==> src/wpwr_pkg.sv <==
// Shared types, widths and codes for the weighted pick without replacement block.
// No dependencies; every other file takes its names from here by scoped reference.
`timescale 1ns / 1ps
`default_nettype none

package wpwr_pkg;

  // Field widths of the input and result beats.
  localparam int CMD_W       = 2;
  localparam int VALUE_W     = 64;
  localparam int WEIGHT_IN_W = 32;
  localparam int CUTOFF_W    = 38;
  localparam int STATUS_W    = 2;
  localparam int TOTAL_OUT_W = 38;
  localparam int COUNT_OUT_W = 7;

  // Default sizing of the entry table.
  localparam int MAX_ENTRIES_DEF = 64;
  localparam int WEIGHT_BITS_DEF = 32;

  // Command codes carried by an input beat; the spare code leaves the table alone and reports success.
  typedef enum logic [CMD_W-1:0] {
    CMD_CLEAR = 2'd0,
    CMD_LOAD  = 2'd1,
    CMD_DRAW  = 2'd2
  } cmd_e;

  // Status codes carried by a result beat.
  typedef enum logic [STATUS_W-1:0] {
    ST_OK    = 2'd0,
    ST_FULL  = 2'd1,
    ST_EMPTY = 2'd2,
    ST_RANGE = 2'd3
  } status_e;

  // Commands from the controller to the datapath.
  typedef struct packed {
    logic    clear;       // empty the table
    logic    load;        // append the input entry
    logic    draw_start;  // latch the cutoff and read entry zero
    logic    scan_step;   // subtract the current weight and read the next entry
    logic    scan_hit;    // record the hit and read the last entry
    logic    commit;      // move the last entry into the hit slot
    logic    set_result;  // capture the result of this item
    status_e result;      // status to capture
    logic    publish;     // move the result into the output register
  } dp_cmd_t;

  // Status from the datapath to the controller.
  typedef struct packed {
    logic full;
    logic empty;
    logic out_of_range;
    logic hit;
    logic out_free;
  } dp_stat_t;

endpackage

`default_nettype wire

==> src/wpwr_ctrl.sv <==
// Controller of the weighted pick block: sequences clear, load and draw items.
// Depends on wpwr_pkg for the command, status and control struct types.
`timescale 1ns / 1ps
`default_nettype none

module wpwr_ctrl (
  input  wire                         clk_i,
  input  wire                         rst_ni,
  input  wire                         in_valid_i,
  input  wire [wpwr_pkg::CMD_W-1:0]   command_i,
  output logic                        in_ready_o,
  input  wpwr_pkg::dp_stat_t          stat_i,
  output wpwr_pkg::dp_cmd_t           cmd_o
);

  typedef enum logic [1:0] {
    S_IDLE,
    S_SCAN,
    S_LAST,
    S_RESP
  } state_e;

  state_e state_q, state_d;

  // Next state and the datapath commands for the current cycle.
  always_comb begin
    state_d    = state_q;
    cmd_o      = '0;
    in_ready_o = 1'b0;
    case (state_q)
      S_IDLE: begin
        in_ready_o = 1'b1;
        if (in_valid_i) begin
          state_d          = S_RESP;
          cmd_o.set_result = 1'b1;
          cmd_o.result     = wpwr_pkg::ST_OK;
          case (wpwr_pkg::cmd_e'(command_i))
            wpwr_pkg::CMD_CLEAR: begin
              cmd_o.clear = 1'b1;
            end
            wpwr_pkg::CMD_LOAD: begin
              if (stat_i.full) begin
                cmd_o.result = wpwr_pkg::ST_FULL;
              end else begin
                cmd_o.load = 1'b1;
              end
            end
            wpwr_pkg::CMD_DRAW: begin
              if (stat_i.empty) begin
                cmd_o.result = wpwr_pkg::ST_EMPTY;
              end else if (stat_i.out_of_range) begin
                cmd_o.result = wpwr_pkg::ST_RANGE;
              end else begin
                cmd_o.set_result = 1'b0;
                cmd_o.draw_start = 1'b1;
                state_d          = S_SCAN;
              end
            end
            default: begin
              // The spare code leaves the table alone and reports success.
              cmd_o.result = wpwr_pkg::ST_OK;
            end
          endcase
        end
      end
      S_SCAN: begin
        // One stored entry is checked per cycle until the cutoff lands in one.
        if (stat_i.hit) begin
          cmd_o.scan_hit = 1'b1;
          state_d        = S_LAST;
        end else begin
          cmd_o.scan_step = 1'b1;
        end
      end
      S_LAST: begin
        cmd_o.commit     = 1'b1;
        cmd_o.set_result = 1'b1;
        cmd_o.result     = wpwr_pkg::ST_OK;
        state_d          = S_RESP;
      end
      S_RESP: begin
        if (stat_i.out_free) begin
          cmd_o.publish = 1'b1;
          state_d       = S_IDLE;
        end
      end
      default: begin
        state_d = S_IDLE;
      end
    endcase
  end

  // State register.
  always_ff @(posedge clk_i or negedge rst_ni) begin
    if (!rst_ni) begin
      state_q <= S_IDLE;
    end else begin
      state_q <= state_d;
    end
  end

endmodule

`default_nettype wire

==> config.mk <==
export PLATFORM = sky130hd
export DESIGN_NAME = wpwr_ctrl
export DESIGN_NICKNAME = d
export VERILOG_FILES = /design/src/wpwr_pkg.sv /design/src/wpwr_ctrl.sv
export SDC_FILE = /design/constraint.sdc
export NUM_CORES = 1
export LEC_CHECK = 0
export ABC_AREA = 0
export BUFFER_PORTS_ARGS = -buffer_cell sky130_fd_sc_hd__buf_4
export CORE_AREA = 2 2 39 41
export CTS_CLUSTER_DIAMETER = 120
export DETAILED_ROUTE_END_ITERATION = 10
export DIE_AREA = 0 0 41 43
export GPL_TIMING_DRIVEN = 0
export MAX_ROUTING_LAYER = met4
export PLACE_DENSITY = 0.61
export SLEW_MARGIN = 15
export SYNTH_ARGS = -nofsm -noshare
export SYNTH_HDL_FRONTEND = slang
export SYNTH_SLANG_ARGS = --single-unit
==> constraint.sdc <==
create_clock -name clk_i -period 1.84 [get_ports clk_i]
set_clock_uncertainty 0.05 [all_clocks]
set_input_delay 0.184 -clock clk_i [delete_from_list [all_inputs] [get_ports clk_i]]
set_output_delay 0.184 -clock clk_i [all_outputs]
set_load 0.05 [all_outputs]
# Word-level counts from Yosys, hierarchy flattened
# Index checks and enable logic that the tools add are counted.
# op_classes
muxes,31
magnitude_cmp,0
add_sub_neg,0
n_div,0
reduce_logical,3
n_shift,0
multipliers,0
bitwise_logic,0
eq_ne,8
# ops
cell,count
2-to-1 mux 2 bit,9
2-to-1 mux 1 bit,16
2-to-1 mux 3 bit,3
one-hot mux 2 bit (4 select lines),1
"== test 2 bit, second input constant",3
"!= test 2 bit, second input constant",3
one-hot mux 3 bit (2 select lines),1
"== test 2 x 1 -> 1 bit, second input constant",2
logical NOT 2 bit,2
one-hot mux 2 bit (2 select lines),1
AND reduction 3 bit,1
# word_totals
inputBits,10
ram_bits,0
n_memories,0
rom_bits,0
register_bits,2
latch_bits,0

# Longest topological paths before layout
# Gate-level depths: netlist of the first run.
# depth
word_depth,5
depth_mapped,6

# Worst setup path after synthesis of the first run
# Ideal clock, no wire load.
# synth_timing
path_kind,reg-to-output
start,register state_q[0]
end,output cmd_o[2] in the netlist's numbering
path_stages_with_launch,6
arrival_ns,2.449
setup_slack_ns,-0.843
path_buffers,1
cell_sequence,dfrtp_1 inv_1 ha_1 buf_4 nand3_1 nor3b_1
# synth_lines
item,line_no,text
from (decl),wpwr_ctrl.sv:23,"state_e state_q, state_d;"
from (signal assigned),wpwr_ctrl.sv:98,state_q <= state_d;
to (decl),wpwr_ctrl.sv:13,output wpwr_pkg::dp_cmd_t cmd_o

==> results of run 1 <==
through the flow:
stage | hold slack (ns) | power (mW)
2_1_floorplan | -0.162 | 0.620
3_3_place_gp | -0.0842 | 0.747
3_5_place_dp | -0.0807 | 0.754
4_1_cts | 0.222 | 0.866
5_1_grt | 0.240 | 0.919
6_report | 0.231 | 0.854
kinds of logic after synthesis:
kind of cell / Yosys count / synth area share (%)
DFF: 2 / 15.6
AOI/OAI and AO/OA: 4 / 14.4
muxes: 2 / 7.78
and+or+nand+nor: 15 / 25.7
adders and majority gates: 7 / 27.2
buffers and inverters: 7 / 9.34
final timing paths:
check,to,startpoint,cells past startpoint
min in group clk_i,state_q[0],in_valid_i,4
hold reg to reg,state_q[1],state_q[1],1
setup reg to reg,state_q[1],state_q[1],5
hold / removal,state_q[0],rst_ni,2
max in group asynchronous,state_q[1],rst_ni,2
setup / recovery,cmd_o[2],state_q[1],6
worst max-delay path: cells and delay by family (launching register included):
kind          cells  cell delay (ns)
flops             1             0.41
fa+ha+maj         1             0.13
simple gates      2             0.33
buf+inv           3             0.43
cells in the mapped netlist:
cell type  n  area (um2)
inv_2      1        3.75
mux2i_1    1        10.0
buf_4      1        7.51
inv_1      5        18.8
nor3b_1    2        15.0
nand3_1    1        5.00
a21oi_1    1        5.00
ha_1       7        87.6
nor2b_2    1        8.76
a221oi_4   1        26.3
mux2_4     1        15.0
and2_1     2        12.5
nor2_1     4        15.0
a31o_2     1        8.76
dfrtp_1    2        50.1
and3_2     1        7.51
a31oi_1    1        6.26
nand2_1    3        11.3
nand3b_1   1        7.51
power by group through the flow:
stage	registers, mW	clock network, mW	logic (mW)
after CTS	0.0922	0.102	0.672
after detailed placement	0.0910	0	0.663
final	0.0949	0.0981	0.661
after global routing	0.0968	0.106	0.716
after global placement	0.0909	0	0.656
after floorplan	0.0864	0	0.533
per-layer routing:
metal  track usage (%)  part of all wire, %
met1              11.8                   44
met2              13.4                   45
met4              10.0                  5.2
met5                 -                    0
met3              1.57                  5.9
area by class of cell:
class	count	area share, %
multi-input combinational	28	49.8
timing repair buffer	21	29.0
sequential	2	8.66
clock buffer	3	3.90
inverter	6	3.90
tap	16	3.46
buffer	1	1.30
timing repair:
item | in CTS | in global routing
gates resized for setup | 3 | 2
hold buffers | 1 | 0
endpoints found under the hold margin | 2 | 0
setup endpoints to repair | 1 | 2
==> metrics.txt, run 1 <==
outcome=complete, no violations; CTS Sinks=2; DRT antenna net count=0; syn_nets=between 50 and 60; Yosys warning total=0; worst-skew pair later-pin latency=0.23 ns; leading registers by flop count=state_q (2); GRT Resource Usage Total=slightly above 10%; Reg clk slew, reported paths=0.03 ns; Non-Filler Instances=77; CP endpoint kind=output pin; post-CTS setup buffer count=0; Finished Cell Area=around 580 um2; register share of total power=between 10 and 15%; syn avg cell area=approximately 8.7 um2; Seq/Total Area, Yosys=between 10% and 20%; Leakage=0.298 nW; vias per inst=between 4 and 5; root buf cell=clkbuf_4; Final Critical Period=around 1.8 ns; Sw Pwr=~450 uW; slowest stage delay, CP=between 0.4 and 0.5 ns; Die Area=around 1800 um2; reg2reg setup slack=about 0.22 ns; Area Overhead vs Synth=79.8%; Hold Crit Class=primary input to asynchronous set/reset pin; Max FO, Critical Path=8; slowest CP cell=dfrtp_1; row count=14; Switching Fraction=between 50% and 60%; Post-Syn Area=~320 um2; CTS H-tree depth=1; Die X=a little over 40 um; Clock Power Share=11.5%; final worst setup slack=0.0772 ns; Core Region=roughly 1400 um2; CTS buffer count=3; Post-Syn Instances=37; worst rel slew slack=79.9%; Yosys cell types=19; CTS tree=done; Reg with most FFs=state_q; Layout fillers=about 140; endpoints failing hold=0; initial antenna violation count=0; total grt overflow=0; Routed WL=between 700 and 800 um; routability cong.=0.732; initial core utilization=between 20 and 25%; PwrDens=about 1500 nW/um2; largest net degree at the start of global routing=9; number of global-route vias before repair=a little under 300; dpl cell area=533 um2; post-layout util=between 40% and 50%; DR pass1 iterations=3; Crit path required time=around 1.6 ns; arrival time worst endpoint=1.53 ns; layout cells sized above 1=between 60% and 70%; max-slew violations=0; Internal Power=between 400 and 500 uW; final net count=80; CP Launch Type=flop; antenna cell count=0; Via Count=~340; commonest non-fill, non-tap cell in the layout=buf_4; RSZ-0062 raised after global routing=no; first-pass GRT wire length=1.10 mm; Period Utilization, post-route=95.8%; Slew @ Worst Pin=around 0.30 ns; fmax=between 0.5 and 0.6 GHz; num ports=21; 1st-iter DRT viols=5; FF+latch area=between 50 and 60 um2; Final TNS setup=0 ns; Comb pwr share=77.4%; placed cell count=73; Die H=around 43 um; Multi-input gate area=~290 um2; commonest non-fill, non-tap cells in the layout=buf_4, ha_1; critical path type=flop to output pin; peak supply drop=between 0.0007 and 0.0008 V; crit-path cells=inv_2 > ha_4 > buf_4 > nand3_2 > nor3b_4 > buf_6; Yosys reg bits=2; wire per inst=9.49 um; Final setup viols=0; max reg flops=2; dpl hpwl=roughly 630 um; max_cap viols=0; I/O Buffers=20; Max Root-Sink Buffers=2; drt drc=0; pre-CTS WS=~0.19 ns
Power figures use the tool's default switching activity.
==> run 2, diff against run 1 <==
--- a/config.mk
+++ b/config.mk
@@ -8,6 +8,7 @@
 export ABC_AREA = 0
 export BUFFER_PORTS_ARGS = -buffer_cell sky130_fd_sc_hd__buf_4
 export CORE_AREA = 2 2 39 41
+export CTS_BUF_LIST = sky130_fd_sc_hd__clkbuf_8
 export CTS_CLUSTER_DIAMETER = 120
 export DETAILED_ROUTE_END_ITERATION = 10
 export DIE_AREA = 0 0 41 43
==> run 2 against run 1 <==
Against the previous run:
- combinational power about the same
- setup slack better by 0.012 ns
- highest routed layer unchanged
- via count down 0.59%
- sequential power about the same
- non-clock buffer count unchanged
- critical path depth unchanged
- register-to-register slack about the same
- wire length up 2.7%
- global-route usage up 0.62 points
==> metrics.txt, run 2 (synthesis gave the netlist of run 1 again) <==
worst-skew pair later-pin latency=approximately 0.21 ns; CTS buffer count=3; first-pass GRT wire length=1.12 mm; vias per inst=4.38; Clock Power Share=18.8%; peak supply drop=between 0.0008 and 0.0009 V; largest net degree at the start of global routing=9; fmax=between 0.5 and 0.6 GHz; I/O Buffers=20; Leakage=a little over 0.3 nW; wire per inst=between 9 and 10 um; leading registers by flop count=state_q (2); CTS Sinks=2; initial core utilization=23.2%; CTS H-tree depth=1; Internal Power=approximately 470 uW; commonest non-fill, non-tap cells in the layout=buf_4, ha_1; root buf cell=clkbuf_8; Core Region=between 1000 and 1500 um2; worst setup path startpoint=state_q[1]; routed wl met2=332 um; Reg clk slew, reported paths=~0.03 ns; Reg with most FFs=state_q; GRT Resource Usage Total=between 10% and 20%; Max Root-Sink Buffers=2; 1st-iter DRT viols=2; layout cells sized above 1=between 60% and 70%; outcome=complete, no violations; Max FO, Critical Path=8; DRT antenna net count=0; Die H=between 40 and 50 um; max-slew violations=0; critical path type=flop to output pin; hold slack=between 0.2 and 0.25 ns; Die X=41 um; post-CTS setup buffer count=0; Routed WL=751 um; Hold Crit Class=primary input to asynchronous set/reset pin; Crit path required time=about 1.6 ns; worst rel slew slack=79.5%; Via Count=337; drt drc=0; CP Launch Type=flop; CP endpoint kind=output pin; antenna cell count=0; Layout fillers=143; final net count=80; Final Critical Period=about 1.8 ns; dpl hpwl=633 um; RSZ-0062 raised after global routing=no; Period Utilization, post-route=a little over nine tenths; num ports=21; max_cap viols=0; FF-to-FF Start=state_q[1]; arrival time worst endpoint=roughly 1.5 ns; initial antenna violation count=0; Slew @ Worst Pin=0.307 ns; endpoints failing hold=0; reg2reg setup slack=between 0.2 and 0.25 ns; register share of total power=roughly a tenth; overall power=932 uW; Final TNS setup=0 ns; Final setup viols=0; Area Overhead vs Synth=85.6%; WL met1=between 300 and 400 um; max reg flops=2; routability cong.=about 0.73; total grt overflow=0; DR pass1 iterations=3; number of global-route vias before repair=roughly 300; PwrDens=1560 nW/um2; row count=14; DR top layer=met4; commonest non-fill, non-tap cell in the layout=buf_4; CTS tree=done; Die Area=roughly 1800 um2; Switching Fraction=49.2%; Sw Pwr=roughly 460 uW; met3 WL=52 um; post-layout util=between 40% and 50%; Comb pwr share=a little under three quarters
-- run 2: cell counts in the layout (fill, tap and decap cells not counted) --
No cell type changed its count.
-- run 2: power groups by stage --
| stage | clock network [mW] | registers [mW] | logic, mW |
|---|---|---|---|
| after global routing | 0.181 | 0.0969 | 0.716 |
| after CTS | 0.177 | 0.0923 | 0.672 |
| after detailed placement | 0 | 0.0910 | 0.663 |
| final | 0.175 | 0.0949 | 0.662 |
| after floorplan | 0 | 0.0864 | 0.533 |
| after global placement | 0 | 0.0909 | 0.656 |
-- run 2: per-layer routing --
| metal | global-route usage (%) | vias up |
|---|---|---|
| li1 | - | 173 |
| met1 | 11.8 | 144 |
| met2 | 13.4 | 15 |
| met3 | 1.57 | 5 |
| met4 | 14.0 | 0 |
| met5 | - | - |
-- run 2: path summary, 6_finish.rpt --
| path | endpoint | cells after the start |
|---|---|---|
| hold reg to reg | state_q[1] | 1 |
| max in group asynchronous | state_q[1] | 2 |
| setup reg to reg | state_q[1] | 5 |
| min in group clk_i | state_q[0] | 4 |
| setup / recovery | cmd_o[2] | 6 |
| hold / removal | state_q[0] | 2 |
-- run 2: layout make-up --
class,count,area [um2],area share (%)
Sequential cell,2,50.0,8.39
Clock buffer,3,41.3,6.92
Multi-Input combinational cell,28,288,48.2
Buffer,1,7.51,1.26
Tap cell,16,20.0,3.35
Inverter,6,22.5,3.77
Timing Repair Buffer,21,168,28.1
-- run 2: critical path, cell delays in order, from the launching register on --
cell and delay (ns):
dfrtp_1 0.41, inv_2 0.10, ha_4 0.13, buf_4 0.15, nand3_2 0.12, nor3b_4 0.21, buf_6 0.18
-- run 2: repair_timing --
item                       in CTS  in global routing
gates cloned                    0                  0
setup endpoints to repair       1                  2
hold buffers                    1                  0
hold endpoints to repair        2                  0
resized for setup               3                  2
pin swaps                       0                  0
-- run 2: per-stage QoR --
| step | area, um2 | setup WS (ns) | instances |
|---|---|---|---|
| 5_1_grt | 597 | 0.0331 | 77 |
| 3_3_place_gp | 533 | 0.196 | 73 |
| 2_1_floorplan | 363 | 0.00452 | 37 |
| 6_report | 597 | 0.0894 | 77 |
| 3_5_place_dp | 533 | 0.189 | 73 |
| 4_1_cts | 593 | 0.0348 | 77 |
